--- src/sv/resp_command_deframer_core_assert.svh ---
// ---------------------------------------------------------------------------
// Assertion macros for the command deframer
// Simulation-only concurrent checks on the local clk and rst; empty in synthesis.
// ---------------------------------------------------------------------------
`ifndef RESP_COMMAND_DEFRAMER_CORE_ASSERT_SVH
`define RESP_COMMAND_DEFRAMER_CORE_ASSERT_SVH

`ifndef SYNTHESIS
// Same-cycle implication
`define RCD_ASSERT_HOLD(lbl, ante, cons, msg) \
  lbl: assert property (@(posedge clk) disable iff (rst) (ante) |-> (cons)) \
    else $error(msg);
// Next-cycle implication
`define RCD_ASSERT_NEXT(lbl, ante, cons, msg) \
  lbl: assert property (@(posedge clk) disable iff (rst) (ante) |=> (cons)) \
    else $error(msg);
`else
`define RCD_ASSERT_HOLD(lbl, ante, cons, msg)
`define RCD_ASSERT_NEXT(lbl, ante, cons, msg)
`endif

`endif

--- src/sv/rcd_pkg.sv ---
// ---------------------------------------------------------------------------
// rcd_pkg
// Shared types and constants of the command deframer.
// ---------------------------------------------------------------------------
package rcd_pkg;

  localparam int BYTE_W       = 8;
  localparam int PART_INDEX_W = 10;
  localparam int ERROR_W      = 2;
  localparam int CFG_INDEX_W  = 1;

  // Error codes
  localparam logic [ERROR_W-1:0] ERR_NONE   = 2'd0;
  localparam logic [ERROR_W-1:0] ERR_HEADER = 2'd1;
  localparam logic [ERROR_W-1:0] ERR_NUMBER = 2'd2;
  localparam logic [ERROR_W-1:0] ERR_LIMIT  = 2'd3;

  // Register indexes
  localparam logic [CFG_INDEX_W-1:0] REG_MAX_PART_COUNT  = 1'd0;
  localparam logic [CFG_INDEX_W-1:0] REG_MAX_PART_LENGTH = 1'd1;

  // Characters
  localparam logic [BYTE_W-1:0] CHAR_STAR  = 8'h2A;
  localparam logic [BYTE_W-1:0] CHAR_CR    = 8'h0D;
  localparam logic [BYTE_W-1:0] CHAR_LF    = 8'h0A;
  localparam logic [BYTE_W-1:0] CHAR_SPACE = 8'h20;
  localparam logic [BYTE_W-1:0] CHAR_PLUS  = 8'h2B;
  localparam logic [BYTE_W-1:0] CHAR_MINUS = 8'h2D;
  localparam logic [BYTE_W-1:0] CHAR_ZERO  = 8'h30;
  localparam logic [BYTE_W-1:0] CHAR_NINE  = 8'h39;

  // Bytes skipped after each part's data
  localparam logic [1:0] TRAILER_LEN = 2'd2;

  typedef struct packed {
    logic [BYTE_W-1:0]       data_byte;
    logic [PART_INDEX_W-1:0] part_index;
    logic                    part_empty;
    logic                    last_of_part;
    logic                    last_of_command;
    logic [ERROR_W-1:0]      error_code;
  } rcd_result_t;

  typedef struct packed {
    logic        valid;
    rcd_result_t result;
  } rcd_beat_t;

endpackage

--- src/sv/rcd_channels.sv ---
// ---------------------------------------------------------------------------
// Command deframer channels
// Byte input channel and result output channel, valid/ready handshake.
// ---------------------------------------------------------------------------
interface rcd_byte_if import rcd_pkg::*; ();
  logic              valid;
  logic              ready;
  logic [BYTE_W-1:0] in_byte;

  modport source (output valid, output in_byte, input ready);
  modport sink (input valid, input in_byte, output ready);
endinterface

interface rcd_result_if import rcd_pkg::*; ();
  logic                    valid;
  logic                    ready;
  logic [BYTE_W-1:0]       data_byte;
  logic [PART_INDEX_W-1:0] part_index;
  logic                    part_empty;
  logic                    last_of_part;
  logic                    last_of_command;
  logic [ERROR_W-1:0]      error_code;

  modport source (output valid, output data_byte, output part_index, output part_empty,
                  output last_of_part, output last_of_command, output error_code,
                  input ready);
  modport sink (input valid, input data_byte, input part_index, input part_empty,
                input last_of_part, input last_of_command, input error_code,
                output ready);
endinterface

--- src/sv/rcd_parser.sv ---
// ---------------------------------------------------------------------------
// rcd_parser
// Framing state machine: header, count line, per-part length line, data and
// trailer. Consumes one byte per accepted beat and emits at most one result.
// ---------------------------------------------------------------------------
`include "resp_command_deframer_core_assert.svh"

module rcd_parser import rcd_pkg::*; #(
  parameter int unsigned LENGTH_WIDTH = 24,
  parameter int unsigned COUNT_WIDTH  = 10
) (
  input  logic                    clk,
  input  logic                    rst,
  input  logic                    accept,
  input  logic [BYTE_W-1:0]       in_byte,
  input  logic [COUNT_WIDTH-1:0]  max_part_count,
  input  logic [LENGTH_WIDTH-1:0] max_part_length,
  output rcd_beat_t               beat
);

  localparam int ACC_W = ((LENGTH_WIDTH > COUNT_WIDTH) ? LENGTH_WIDTH : COUNT_WIDTH) + 1;
  localparam int MUL_W = ACC_W + 4;
  localparam logic [ACC_W-1:0] ACC_CAP = {1'b1, {(ACC_W-1){1'b0}}};

  // Phase codes; each number line has lead, sign, digit and tail sub-phases
  localparam logic [3:0] PH_HDR      = 4'd0;
  localparam logic [3:0] PH_CNT_LEAD = 4'd1;
  localparam logic [3:0] PH_CNT_SIGN = 4'd2;
  localparam logic [3:0] PH_CNT_DIG  = 4'd3;
  localparam logic [3:0] PH_CNT_TAIL = 4'd4;
  localparam logic [3:0] PH_DOLLAR   = 4'd5;
  localparam logic [3:0] PH_LEN_LEAD = 4'd6;
  localparam logic [3:0] PH_LEN_SIGN = 4'd7;
  localparam logic [3:0] PH_LEN_DIG  = 4'd8;
  localparam logic [3:0] PH_LEN_TAIL = 4'd9;
  localparam logic [3:0] PH_DATA     = 4'd10;
  localparam logic [3:0] PH_TRAILER  = 4'd11;
  localparam logic [3:0] PH_DEAD     = 4'd12;

  localparam logic [1:0] SUB_LEAD = 2'd0;
  localparam logic [1:0] SUB_SIGN = 2'd1;
  localparam logic [1:0] SUB_DIG  = 2'd2;
  localparam logic [1:0] SUB_TAIL = 2'd3;

  logic [3:0]              phase, phase_next;
  logic [ACC_W-1:0]        number_accum, number_accum_next;
  logic                    number_negative, number_negative_next;
  logic                    digit_seen, digit_seen_next;
  logic                    cr_pending, cr_pending_next;
  logic [COUNT_WIDTH-1:0]  parts_left, parts_left_next;
  logic [COUNT_WIDTH-1:0]  current_part, current_part_next;
  logic [LENGTH_WIDTH-1:0] bytes_left, bytes_left_next;
  logic [1:0]              trailer_left, trailer_left_next;

  logic                    len_line;
  logic [3:0]              line_base;
  logic [1:0]              sub;
  logic                    is_digit;
  logic [3:0]              digit_val;
  logic [MUL_W-1:0]        acc_mul;
  logic [ACC_W-1:0]        acc_sat;
  logic [COUNT_WIDTH-1:0]  parts_dec;
  logic [LENGTH_WIDTH-1:0] bytes_dec;
  logic [1:0]              trailer_dec;

  // Decode the number line sub-phase and the digit accumulate path
  assign len_line  = (phase >= PH_LEN_LEAD);
  assign line_base = len_line ? PH_LEN_LEAD : PH_CNT_LEAD;
  assign sub       = 2'(phase - line_base);
  assign is_digit  = (in_byte >= CHAR_ZERO) && (in_byte <= CHAR_NINE);
  assign digit_val = 4'(in_byte - CHAR_ZERO);
  assign acc_mul   = (MUL_W'(number_accum) << 3) + (MUL_W'(number_accum) << 1)
                   + MUL_W'(digit_val);
  assign acc_sat   = (acc_mul > MUL_W'(ACC_CAP)) ? ACC_CAP : acc_mul[ACC_W-1:0];
  assign parts_dec   = parts_left - 1'b1;
  assign bytes_dec   = bytes_left - 1'b1;
  assign trailer_dec = trailer_left - 1'b1;

  // Next state and result for the accepted byte
  always_comb begin
    phase_next           = phase;
    number_accum_next    = number_accum;
    number_negative_next = number_negative;
    digit_seen_next      = digit_seen;
    cr_pending_next      = cr_pending;
    parts_left_next      = parts_left;
    current_part_next    = current_part;
    bytes_left_next      = bytes_left;
    trailer_left_next    = trailer_left;

    beat                   = '0;
    beat.result.part_index = PART_INDEX_W'(current_part);

    if (accept) begin
      case (phase)
        PH_HDR: begin
          if (in_byte != CHAR_STAR) begin
            phase_next                  = PH_DEAD;
            beat.valid                  = 1'b1;
            beat.result.last_of_command = 1'b1;
            beat.result.error_code      = ERR_HEADER;
          end else begin
            phase_next           = PH_CNT_LEAD;
            number_accum_next    = '0;
            number_negative_next = 1'b0;
            digit_seen_next      = 1'b0;
            cr_pending_next      = 1'b0;
          end
        end

        PH_CNT_LEAD, PH_CNT_SIGN, PH_CNT_DIG, PH_CNT_TAIL,
        PH_LEN_LEAD, PH_LEN_SIGN, PH_LEN_DIG, PH_LEN_TAIL: begin
          if (cr_pending && (in_byte == CHAR_LF)) begin
            // End of line: validate the number
            cr_pending_next = 1'b0;
            if (!digit_seen) begin
              phase_next                  = PH_DEAD;
              beat.valid                  = 1'b1;
              beat.result.last_of_command = 1'b1;
              beat.result.error_code      = ERR_NUMBER;
            end else if (!len_line) begin
              if (number_negative || (number_accum == '0)) begin
                phase_next = PH_HDR;
              end else if (number_accum > ACC_W'(max_part_count)) begin
                phase_next                  = PH_DEAD;
                beat.valid                  = 1'b1;
                beat.result.last_of_command = 1'b1;
                beat.result.error_code      = ERR_LIMIT;
              end else begin
                parts_left_next   = number_accum[COUNT_WIDTH-1:0];
                current_part_next = '0;
                phase_next        = PH_DOLLAR;
              end
            end else if (number_negative && (number_accum != '0)) begin
              phase_next                  = PH_DEAD;
              beat.valid                  = 1'b1;
              beat.result.last_of_command = 1'b1;
              beat.result.error_code      = ERR_NUMBER;
            end else if (number_accum > ACC_W'(max_part_length)) begin
              phase_next                  = PH_DEAD;
              beat.valid                  = 1'b1;
              beat.result.last_of_command = 1'b1;
              beat.result.error_code      = ERR_LIMIT;
            end else if (number_accum == '0) begin
              // Empty part: marker now, trailer still follows
              parts_left_next             = parts_dec;
              trailer_left_next           = TRAILER_LEN;
              phase_next                  = PH_TRAILER;
              beat.valid                  = 1'b1;
              beat.result.part_empty      = 1'b1;
              beat.result.last_of_part    = 1'b1;
              beat.result.last_of_command = (parts_dec == '0);
            end else begin
              bytes_left_next = number_accum[LENGTH_WIDTH-1:0];
              phase_next      = PH_DATA;
            end
          end else begin
            cr_pending_next = (in_byte == CHAR_CR);
            if (cr_pending) begin
              // A lone CR ends the number
              phase_next = line_base + {2'b00, SUB_TAIL};
            end else if (in_byte != CHAR_CR) begin
              if ((sub == SUB_LEAD) && (in_byte == CHAR_SPACE)) begin
                phase_next = phase;
              end else if ((sub == SUB_LEAD) &&
                           ((in_byte == CHAR_PLUS) || (in_byte == CHAR_MINUS))) begin
                number_negative_next = (in_byte == CHAR_MINUS);
                phase_next           = line_base + {2'b00, SUB_SIGN};
              end else if ((sub != SUB_TAIL) && is_digit) begin
                number_accum_next = acc_sat;
                digit_seen_next   = 1'b1;
                phase_next        = line_base + {2'b00, SUB_DIG};
              end else begin
                phase_next = line_base + {2'b00, SUB_TAIL};
              end
            end
          end
        end

        PH_DOLLAR: begin
          phase_next           = PH_LEN_LEAD;
          number_accum_next    = '0;
          number_negative_next = 1'b0;
          digit_seen_next      = 1'b0;
          cr_pending_next      = 1'b0;
        end

        PH_DATA: begin
          bytes_left_next       = bytes_dec;
          beat.valid            = 1'b1;
          beat.result.data_byte = in_byte;
          if (bytes_dec == '0) begin
            parts_left_next             = parts_dec;
            trailer_left_next           = TRAILER_LEN;
            phase_next                  = PH_TRAILER;
            beat.result.last_of_part    = 1'b1;
            beat.result.last_of_command = (parts_dec == '0);
          end
        end

        PH_TRAILER: begin
          trailer_left_next = trailer_dec;
          if (trailer_dec == '0) begin
            if (parts_left == '0) begin
              phase_next = PH_HDR;
            end else begin
              current_part_next = current_part + 1'b1;
              phase_next        = PH_DOLLAR;
            end
          end
        end

        default: begin
          phase_next = PH_DEAD;
        end
      endcase
    end
  end

  // Hold parse state
  always_ff @(posedge clk) begin
    if (rst) begin
      phase           <= PH_HDR;
      number_accum    <= '0;
      number_negative <= 1'b0;
      digit_seen      <= 1'b0;
      cr_pending      <= 1'b0;
      parts_left      <= '0;
      current_part    <= '0;
      bytes_left      <= '0;
      trailer_left    <= '0;
    end else begin
      phase           <= phase_next;
      number_accum    <= number_accum_next;
      number_negative <= number_negative_next;
      digit_seen      <= digit_seen_next;
      cr_pending      <= cr_pending_next;
      parts_left      <= parts_left_next;
      current_part    <= current_part_next;
      bytes_left      <= bytes_left_next;
      trailer_left    <= trailer_left_next;
    end
  end

  `RCD_ASSERT_NEXT(a_error_is_fatal, beat.valid && (beat.result.error_code != ERR_NONE), phase == PH_DEAD, "error result did not stop the parser")
  `RCD_ASSERT_HOLD(a_dead_is_silent, phase == PH_DEAD, !beat.valid, "result emitted after a fatal error")
  `RCD_ASSERT_NEXT(a_part_end_trailer, beat.valid && beat.result.last_of_part, (phase == PH_TRAILER) && (trailer_left == TRAILER_LEN), "part end not followed by its trailer")

endmodule

--- src/sv/rcd_out_buf.sv ---
// ---------------------------------------------------------------------------
// rcd_out_buf
// Two-entry output buffer: result register plus skid register, so the
// parser keeps taking bytes while one result waits downstream.
// ---------------------------------------------------------------------------
`include "resp_command_deframer_core_assert.svh"

module rcd_out_buf import rcd_pkg::*; (
  input  logic         clk,
  input  logic         rst,
  input  rcd_beat_t    beat,
  output logic         space,
  rcd_result_if.source results
);

  logic        main_valid;
  logic        skid_valid;
  rcd_result_t main_data;
  rcd_result_t skid_data;
  logic        pop;

  assign pop   = main_valid && results.ready;
  assign space = !skid_valid;

  // Advance valid flags
  always_ff @(posedge clk) begin
    if (rst) begin
      main_valid <= 1'b0;
      skid_valid <= 1'b0;
    end else if (skid_valid) begin
      if (pop) begin
        skid_valid <= 1'b0;
      end
    end else if (beat.valid) begin
      if (!main_valid || pop) begin
        main_valid <= 1'b1;
      end else begin
        skid_valid <= 1'b1;
      end
    end else if (pop) begin
      main_valid <= 1'b0;
    end
  end

  // Move payload
  always_ff @(posedge clk) begin
    if (skid_valid) begin
      if (pop) begin
        main_data <= skid_data;
      end
    end else if (beat.valid) begin
      if (!main_valid || pop) begin
        main_data <= beat.result;
      end else begin
        skid_data <= beat.result;
      end
    end
  end

  assign results.valid           = main_valid;
  assign results.data_byte       = main_data.data_byte;
  assign results.part_index      = main_data.part_index;
  assign results.part_empty      = main_data.part_empty;
  assign results.last_of_part    = main_data.last_of_part;
  assign results.last_of_command = main_data.last_of_command;
  assign results.error_code      = main_data.error_code;

  `RCD_ASSERT_HOLD(a_skid_behind_main, skid_valid, main_valid, "skid entry held with empty result register")
  `RCD_ASSERT_HOLD(a_no_push_when_full, beat.valid, !skid_valid, "result pushed into a full buffer")

endmodule

--- src/sv/resp_command_deframer_core.sv ---
// ---------------------------------------------------------------------------
// resp_command_deframer_core
// Streaming deframer for commands sent as an array of length-prefixed parts.
// ---------------------------------------------------------------------------
// The block takes one byte per clock cycle while input ready is high, with no
// bubbles between bytes or commands: the whole framing state update for a byte
// is combinational, and the rate of one byte per cycle is set by the parse
// loop (digit accumulate by ten, saturate, compare to the limit). A result is
// registered in the result register, or in the skid register while one waits.
// A two-entry output buffer lets one more byte in while a result waits;
// input ready drops only when both entries are full. Each data byte comes out
// with its part index and last-of-part and last-of-command flags; an empty
// part gives one marker. A framing fault gives one error result, after which
// all input is drained and ignored until reset. There is no clearing pass
// after reset. Write the two limit registers only while the block is idle.
// ---------------------------------------------------------------------------
module resp_command_deframer_core import rcd_pkg::*; #(
  parameter int unsigned LENGTH_WIDTH = 24,
  parameter int unsigned COUNT_WIDTH  = 10,
  localparam int CFG_W = (LENGTH_WIDTH > COUNT_WIDTH) ? LENGTH_WIDTH : COUNT_WIDTH
) (
  input  logic                   clk,
  input  logic                   rst,
  rcd_byte_if.sink               bytes,
  rcd_result_if.source           results,
  input  logic                   wr_en,
  input  logic [CFG_INDEX_W-1:0] wr_index,
  input  logic [CFG_W-1:0]       wr_data
);

  localparam logic [COUNT_WIDTH-1:0]  COUNT_RESET  = COUNT_WIDTH'(32'd64);
  localparam logic [LENGTH_WIDTH-1:0] LENGTH_RESET = LENGTH_WIDTH'(32'd1048576);

  logic [COUNT_WIDTH-1:0]  max_part_count;
  logic [LENGTH_WIDTH-1:0] max_part_length;
  logic                    space;
  logic                    accept;
  rcd_beat_t               beat;

  // Hold limit registers
  always_ff @(posedge clk) begin
    if (rst) begin
      max_part_count  <= COUNT_RESET;
      max_part_length <= LENGTH_RESET;
    end else if (wr_en) begin
      case (wr_index)
        REG_MAX_PART_COUNT:  max_part_count  <= wr_data[COUNT_WIDTH-1:0];
        REG_MAX_PART_LENGTH: max_part_length <= wr_data[LENGTH_WIDTH-1:0];
        default: ;
      endcase
    end
  end

  assign bytes.ready = space;
  assign accept      = bytes.valid && space;

  rcd_parser #(
    .LENGTH_WIDTH (LENGTH_WIDTH),
    .COUNT_WIDTH  (COUNT_WIDTH)
  ) u_parser (
    .clk             (clk),
    .rst             (rst),
    .accept          (accept),
    .in_byte         (bytes.in_byte),
    .max_part_count  (max_part_count),
    .max_part_length (max_part_length),
    .beat            (beat)
  );

  rcd_out_buf u_out_buf (
    .clk     (clk),
    .rst     (rst),
    .beat    (beat),
    .space   (space),
    .results (results)
  );

endmodule
--- src/flat_wrapper.sv ---
// flat-port wrapper written by rule: the top's interface ports become plain ports
module resp_command_deframer_core_flat import rcd_pkg::*;
#(
  parameter int unsigned LENGTH_WIDTH = 24,
  parameter int unsigned COUNT_WIDTH  = 10,
  localparam int CFG_W = (LENGTH_WIDTH > COUNT_WIDTH) ? LENGTH_WIDTH : COUNT_WIDTH
)
  (clk, rst, wr_en, wr_index, wr_data, bytes_valid, bytes_in_byte, bytes_ready, results_valid, results_data_byte, results_part_index, results_part_empty, results_last_of_part, results_last_of_command, results_error_code, results_ready);
  rcd_byte_if bytes_i ();
  rcd_result_if results_i ();
  input  logic clk;
  input  logic rst;
  input  logic wr_en;
  input  logic [CFG_INDEX_W-1:0] wr_index;
  input  logic [CFG_W-1:0] wr_data;
  input wire logic [$bits(bytes_i.valid)-1:0] bytes_valid;
  input wire logic [$bits(bytes_i.in_byte)-1:0] bytes_in_byte;
  output wire logic [$bits(bytes_i.ready)-1:0] bytes_ready;
  output wire logic [$bits(results_i.valid)-1:0] results_valid;
  output wire logic [$bits(results_i.data_byte)-1:0] results_data_byte;
  output wire logic [$bits(results_i.part_index)-1:0] results_part_index;
  output wire logic [$bits(results_i.part_empty)-1:0] results_part_empty;
  output wire logic [$bits(results_i.last_of_part)-1:0] results_last_of_part;
  output wire logic [$bits(results_i.last_of_command)-1:0] results_last_of_command;
  output wire logic [$bits(results_i.error_code)-1:0] results_error_code;
  input wire logic [$bits(results_i.ready)-1:0] results_ready;
  assign bytes_i.valid = bytes_valid;
  assign bytes_i.in_byte = bytes_in_byte;
  assign bytes_ready = bytes_i.ready;
  assign results_valid = results_i.valid;
  assign results_data_byte = results_i.data_byte;
  assign results_part_index = results_i.part_index;
  assign results_part_empty = results_i.part_empty;
  assign results_last_of_part = results_i.last_of_part;
  assign results_last_of_command = results_i.last_of_command;
  assign results_error_code = results_i.error_code;
  assign results_i.ready = results_ready;
  resp_command_deframer_core #(.LENGTH_WIDTH(LENGTH_WIDTH), .COUNT_WIDTH(COUNT_WIDTH)) u_core (.clk(clk), .rst(rst), .bytes(bytes_i), .results(results_i), .wr_en(wr_en), .wr_index(wr_index), .wr_data(wr_data));
endmodule
--- config.mk ---
export PLATFORM = sky130hd
export DESIGN_NAME = resp_command_deframer_core_flat
export DESIGN_NICKNAME = d
export VERILOG_FILES = /design/src/sv/rcd_pkg.sv /design/src/sv/rcd_channels.sv /design/src/sv/rcd_parser.sv /design/src/sv/rcd_out_buf.sv /design/src/sv/resp_command_deframer_core.sv /design/src/flat_wrapper.sv
export VERILOG_INCLUDE_DIRS = /design/src /design/src/sv
export SDC_FILE = /design/constraint.sdc
export NUM_CORES = 1
export LEC_CHECK = 0
export BUFFER_PORTS_ARGS = -buffer_cell sky130_fd_sc_hd__buf_2
export CELL_PAD_IN_SITES_DETAIL_PLACEMENT = 1
export CELL_PAD_IN_SITES_GLOBAL_PLACEMENT = 1
export CORE_AREA = 10 10 166 168
export CTS_BUF_LIST = sky130_fd_sc_hd__clkbuf_8
export CTS_CLUSTER_SIZE = 24
export DETAILED_ROUTE_END_ITERATION = 10
export DIE_AREA = 0 0 176 178
export PLACE_DENSITY = 0.8
export REMOVE_ABC_BUFFERS = 1
export SETUP_SLACK_MARGIN = 0.5
export SYNTH_ARGS = -nofsm -noshare
export SYNTH_HDL_FRONTEND = slang
export SYNTH_SLANG_ARGS = --single-unit
--- constraint.sdc ---
create_clock -name clk -period 4.4 [get_ports clk]
set_clock_uncertainty 0.2 [all_clocks]
set_input_delay 0.44 -clock clk [delete_from_list [all_inputs] [get_ports clk]]
set_output_delay 0.44 -clock clk [all_outputs]
set_load 0.005 [all_outputs]
# Yosys cells after proc, flatten, opt, wreduce, memory -nomap -nowiden
# Cells that the tools add are included.
# W data, S select, Z words.
word_totals:
  ff_bits: 160
  output_inout_bits: 25
  elab_cells: 256
op_classes:
  mux: 120
  bitwise_logic: 3
  n_addsub: 11
  magnitude_cmp: 6
  n_eq_ne: 49
  reduce_logical: 42
ops:
  columns: ["operator", "n"]
  rows:
  - ["$mux W25", 8]
  - ["$mux W10", 16]
  - ["$mux W24", 6]
  - ["$mux W23", 4]
  - ["$pmux W25 S3", 1]
  - ["$mux W4", 15]
  - ["$pmux W24 S2", 1]
  - ["$ne A2 B2 Y1 const B", 23]
  - ["$pmux W10 S2", 2]
  - ["$mux W1", 32]
  - ["$add A28 B26 Y29", 1]
  - ["$add A29 B4 Y29", 1]
  - ["$gt A29 B25 Y1 const B", 1]
  - ["$mux W3", 9]
  - ["$reduce_and A9 Y1", 3]
  - ["$mux W2", 13]
  - ["$gt A25 B10 Y1", 1]
  - ["$gt A25 B24 Y1", 1]
  - ["$logic_not A25 Y1", 1]
  - ["$reduce_bool A25 Y1", 1]
  - ["$eq A8 B6 Y1 const B", 3]
  - ["$logic_not A24 Y1", 1]
  - ["$sub A24 B1 Y24 const B", 1]
  - ["$logic_not A10 Y1", 2]
  - ["other kinds (42)", 84]

# Longest topological paths before layout
logic_depth:
  depth_word: 13
  depth_mapped: 16

# Hierarchy
# Synthesis repeated with hierarchy kept, for this count alone.
hier_totals:
  cells_unflattened: 1248
  hier_area_um2: 10941.7
by_module_without_submodules:
  columns: ["mod", "area_each_um2", "cells_each", "seq_area_each_um2", "n_inst"]
  rows:
  - ["rcd_parser", 7616.1, 1019, 1561.5, 1]
  - ["rcd_out_buf", 1874.3, 85, 1421.4, 1]
  - ["resp_command_deframer_core", 1451.4, 144, 680.7, 1]

# Worst setup path before layout
# No wires, ideal clock.
synth_timing:
  path_type: "input port to flip-flop"
  start: "in bytes_in_byte[3]"
  end: "reg u_core.u_parser.number_accum[14]"
  cell_stages: 12
  arrival_time_ns: 4.029
  path_buffers: 1
  slack_ns: 0.114
  setup_time_ns: 0.057
  cell_sequence: "fa_1 fa_1 a21o_1 a221oi_4 o22ai_2 o31ai_1 xor2_1 nand4bb_1 or4b_4 a2111oi_4 buf_6 a22o_2"
synth_via:
  elab_chain_cells: 11
synth_rtl:
  columns: ["item", "line", "rtl"]
  rows:
  - ["start: declaration", "flat_wrapper.sv:17", "input wire logic [$bits(bytes_i.in_byte)-1:0] bytes_in_byte;"]
  - ["$sub A4 B1 Y4", "rcd_parser.sv:71", "assign digit_val = 4'(in_byte - CHAR_ZERO);"]
  - ["$add A29 B4 Y29", "rcd_parser.sv:73", "+ MUL_W'(digit_val);"]
  - ["$gt A29 B25 Y1", "rcd_parser.sv:74", "assign acc_sat = (acc_mul > MUL_W'(ACC_CAP)) ? ACC_CAP : acc_mul[ACC_W-1:0];"]
  - ["$mux W25", "rcd_parser.sv:74", null]
  - ["$mux W25", "rcd_parser.sv:169", "end else if ((sub != SUB_TAIL) && is_digit) begin"]
  - ["$mux W25", "rcd_parser.sv:165", "end else if ((sub == SUB_LEAD) &&"]
  - ["$mux W25", "rcd_parser.sv:163", "if ((sub == SUB_LEAD) && (in_byte == CHAR_SPACE)) begin"]
  - ["$mux W25", "rcd_parser.sv:162", "end else if (in_byte != CHAR_CR) begin"]
  - ["$mux W25", "rcd_parser.sv:159", "if (cr_pending) begin"]
  - ["$mux W25", "rcd_parser.sv:113", "if (cr_pending && (in_byte == CHAR_LF)) begin"]
  - ["$pmux W25 S3", "rcd_parser.sv:95", "case (phase)"]
  - ["end signal: assignment", "rcd_parser.sv:234", "number_accum <= number_accum_next;"]
  - ["end: declaration", "rcd_parser.sv:46", "logic [ACC_W-1:0] number_accum, number_accum_next;"]
# Several ways; a longest one is shown, not always the timed one. The select of a mux whose other input is x is not followed.
# A chain may end at the register's enable or synchronous reset.

# Final worst setup path
layout_timing:
  start: "reg u_core.u_parser.number_accum[2]"
  end: "reg u_core.u_parser.number_accum[2]"
layout_via:
  elab_chain_cells: 11
layout_rtl:
  columns: ["item", "line", "rtl"]
  rows:
  - ["$add A28 B26 Y29", "rcd_parser.sv:72", "assign acc_mul = (MUL_W'(number_accum) << 3) + (MUL_W'(number_accum) << 1)"]
  - ["$add A29 B4 Y29", "rcd_parser.sv:73", null]
  - ["$gt A29 B25 Y1", "rcd_parser.sv:74", null]
  - ["$mux W25", "rcd_parser.sv:74", null]
  - ["$mux W25", "rcd_parser.sv:169", null]
  - ["$mux W25", "rcd_parser.sv:165", null]
  - ["$mux W25", "rcd_parser.sv:163", null]
  - ["$mux W25", "rcd_parser.sv:162", null]
  - ["$mux W25", "rcd_parser.sv:159", null]
  - ["$mux W25", "rcd_parser.sv:113", null]
  - ["$pmux W25 S3", "rcd_parser.sv:95", null]
# No other way between the ends. The select of a mux whose other input is x is not followed.

==> results by group <==
Timing
  • Final worst path period need: roughly 4.2 ns
  • Final worst slack: ~0.18 ns
  • Fmax: around 240 MHz
  • Final setup fails: 0
  • Final Hold Fails: 0
  • Tightest Pin Transition: 1.05 ns
  • RSZ-0062 raised after global routing: yes
  • Max Slew Vio Count: 0
  • Period utilisation layout: a little over nine tenths
  • Setup total negative slack: 0 ns
  • Slew HR: about 30%

Final layout
  • Commonest cells after routing, fill and taps aside: nand2_1, a21oi_1, nor2_1, dfxtp_1, ha_1
  • Share of cells above drive strength 1: between 10% and 20%
  • Finished Cell Area: ~12000 µm²
  • Commonest non-fill, non-tap cell in the layout: nand2_1
  • Inserted Diodes: 0
  • Area growth syn-to-layout: 19.1%
  • Post-layout nets: roughly 1.5k
  • Final Core Density: between 50% and 60%
  • Filler cells: between 2k and 3k

Power
  • Leak: about 5.2 nW
  • Pint: approximately 2.1 mW
  • P_sw: ~0.97 mW
  • Sequential power share: a little over 50%
  • Sw Share: ~31%
  • Power Dens Cells: 249 nW/µm²
  • Clock power share: 38.1%
  • Logic pwr share: 11.3%
  • Worst VDD drop: 0.232 mV

Worst setup path
  • Worst Path Arrival: between 4 and 5 ns
  • CP Capture Type: flop
  • WP data required: 4.63 ns
  • CP Launch Type: flop
  • Worst-path fanout max: 8
  • R2R setup slack: ~0.18 ns
  • Worst reg2reg path endpoint: u_core.u_parser.number_accum[2]
  • Worst r2r src: u_core.u_parser.number_accum[2]
  • Kind of critical path: reg2reg
  • Worst-case reg-to-reg path depth: 15

CTS
  • CTS buffer count: 17
  • CTS Root Cell: clkbuf_8
  • CTS H-tree lvls: 4
  • Worst skew pair latency: slightly below 0.5 ns
  • Worst-path clk slew: ~0.11 ns
  • Clk buf depth: 2
  • Sink Count: 160
  • CTS tree: built

Routing
  • Remaining antenna violation count: 0
  • M1 wire length: roughly 15000 µm
  • Routed wl met3: roughly 1900 µm
  • DR pass1 iterations: 5
  • Via/cell ratio: 5.98
  • DRC errors left: 0
  • Top Metal Used: met4
  • Drt wl/cell: between 15 and 20 µm
  • Met2 WL: between 15000 and 20000 µm
  • WL final: between 30000 and 40000 µm
  • Via count: just over 10k
  • Iter 0 DRT Violations: 669

Job
  • Max cap viols: 0

Yosys
  • Syn Area/Cell: 8.35 µm²
  • Mapped Area: 10500 µm²
  • Yosys cell types: 75
  • Async SR Flop Fraction: 0%
  • Cells after synthesis: approximately 1.3k
  • Synthesis Warnings: 0
  • Register area share after synthesis: roughly a third
  • #FFs+latches synth: 160
  • Most used DFF post-synth: dfxtp_1
  • Post-synth EDFFs: 46

Worst hold path
  • Min-Delay Path Class: in2reg
  • WHS Path Cells: 3
  • Worst Hold Endpoint: u_core.max_part_count[9]
  • Min-Delay Startpoint: wr_data[9]

GRT
  • First-pass GRT wire length: 54800 µm
  • Initial antenna violation count: 0
  • Gr usage total: 21.2%
  • Largest net degree at the start of global routing: between 40 and 50
  • Grt ovf: 0
  • Vias in the first global route: 10.5k

Floorplan
  • Rows: between 50 and 60
  • Die Height: 178 µm
  • Die ar.: 31300 µm²
  • Starting density of the core: between 40% and 50%
  • Die width: 176 µm
  • Ports: 63
  • Core ar.: around 24000 µm²

Placement
  • # port buffers: 62
  • Cell Area, Placed: approximately 11000 µm²
  • Hpwl dp: between 20000 and 25000 µm
  • GPL Wtd Cong: roughly 0.9
  • Place WS: -0.333 ns

Run status
  • Status: completed
-- power groups by stage --
stage | Sequential [mW] | Clock, mW | Combinational [mW]
after floorplan | 1.60 | 0 | 0.180
after global placement | 1.60 | 0 | 0.306
after detailed placement | 1.60 | 0 | 0.318
after CTS | 1.57 | 1.20 | 0.341
after global routing | 1.57 | 1.28 | 0.389
final | 1.57 | 1.18 | 0.350
-- synth_stat cells (4+ instances only) --
library cell	number	area share (%)
a211oi_1	17	1.2
a21o_1	31	2.2
a21oi_1	104	5.0
a22o_1	18	1.5
a22oi_1	9	0.65
a2bb2oi_1	5	0.42
a311o_1	4	0.38
a31oi_1	5	0.30
and2_1	7	0.42
and3_1	20	1.2
and4_1	4	0.33
buf_1	6	0.22
clkbuf_1	46	1.6
dfxtp_1	114	22
edfxtp_1	46	13
ha_1	92	11
inv_1	63	2.3
mux2_2	9	0.97
mux2i_1	13	1.2
nand2_1	163	5.8
nand2b_1	11	0.66
nand3_1	34	1.6
nand3b_1	7	0.50
nand4_1	18	1.1
nor2_1	99	3.6
nor2b_1	5	0.30
nor3_1	25	1.2
nor3b_1	4	0.29
nor4_1	19	1.1
nor4b_1	7	0.59
o2111ai_1	4	0.33
o211ai_1	6	0.43
o21a_1	13	0.93
o21ai_0	90	4.3
o311ai_0	6	0.50
o31ai_1	10	0.72
o41ai_1	4	0.33
or2_2	5	0.30
or3_1	9	0.54
or4_1	6	0.43
xnor2_1	13	1.1
xor2_1	20	1.7
-- worst max path at each step --
stage	slack (ns)	start	depth (start not counted)	end
CTS	0.29	u_core.u_parser.number_accum[0]	12	u_core.u_parser.number_accum[12]
finish	0.18	u_core.u_parser.number_accum[2]	15	u_core.u_parser.number_accum[2]
global route	0.06	u_core.u_parser.number_accum[0]	13	u_core.u_parser.number_accum[2]
detailed placement	-0.33	bytes_in_byte[3]	13	u_core.u_parser.number_accum[14]
floorplan	-1.73	u_core.u_parser.phase[1]	8	u_core.u_parser.bytes_left[13]
global placement	-0.08	bytes_in_byte[3]	13	u_core.u_parser.number_accum[15]
-- state kept, by name, indices dropped and copies added, names as in the netlist, 2 cells and up --
name and flops:
u_core.max_part_length 24, u_core.u_parser.trailer_left 2, u_core.u_out_buf.results.data_byte 8, u_core.max_part_count 10, u_core.u_parser.parts_left 10, u_core.u_out_buf.results.error_code 2, u_core.u_parser.bytes_left 24, u_core.u_out_buf.results.part_index 10
u_core.u_parser.current_part 10, u_core.u_parser.phase 4, u_core.u_parser.number_accum 25, u_core.u_out_buf.skid_data 23
-- critical path, cell delays in order (launching register included) --
cell	delay, ns
dfxtp_2	0.37
fa_2	0.47
fa_2	0.36
a21o_1	0.23
a221oi_4	0.34
buf_6	0.17
o22a_1	0.17
a211oi_1	0.09
a211o_1	0.26
xor2_1	0.15
or4b_4	0.50
buf_6	0.14
a2111oi_4	0.25
buf_4	0.19
clkbuf_16	0.14
a22o_1	0.13
-- through the flow --
stage / power [mW] / std cells / hold WS (ns)
floorplan: 1.78 / 1195 / 0.222
global placement: 1.91 / 1642 / 0.231
detailed placement: 1.92 / 1642 / 0.248
CTS: 3.11 / 1703 / 0.00407
global route: 3.24 / 1706 / 0.0192
finish: 3.10 / 1706 / 0.0147
-- cell type report --
type | count | area (µm²) | area share, %
multi-input combinational | 972 | 6580 | 52.8
sequential | 160 | 3690 | 29.6
timing repair buffer | 154 | 1110 | 8.88
tap | 324 | 405 | 3.25
inverter | 64 | 240 | 1.93
clock buffer | 17 | 234 | 1.88
clock inverter | 15 | 211 | 1.70
-- routing by layer --
metal	GRT usage, %	vias to the layer above
li1	-	4844
met4	5.48	0
met5	0	-
met3	3.72	47
met1	27.1	5031
met2	36.3	279
-- what timing repair did --
item | 4_1_cts | 5_1_grt
endpoints found under the hold margin | 25 | 0
endpoints found under the setup margin | 48 | 59
setup buffers | 7 | 2
resized for setup | 57 | 18
cloned | 1 | 1
hold buffers | 21 | 0
pin swaps | 30 | 9
-- kinds of logic after synthesis --
group	after synthesis	synth area share [%]
xor+xnor	33	2.76
compound gates	368	23.1
flops	160	35.0
mux	22	2.21
simple gates	454	21.0
fa+ha+maj	94	11.4
buf+inv	123	4.55
Power figures use the tool's default switching activity.
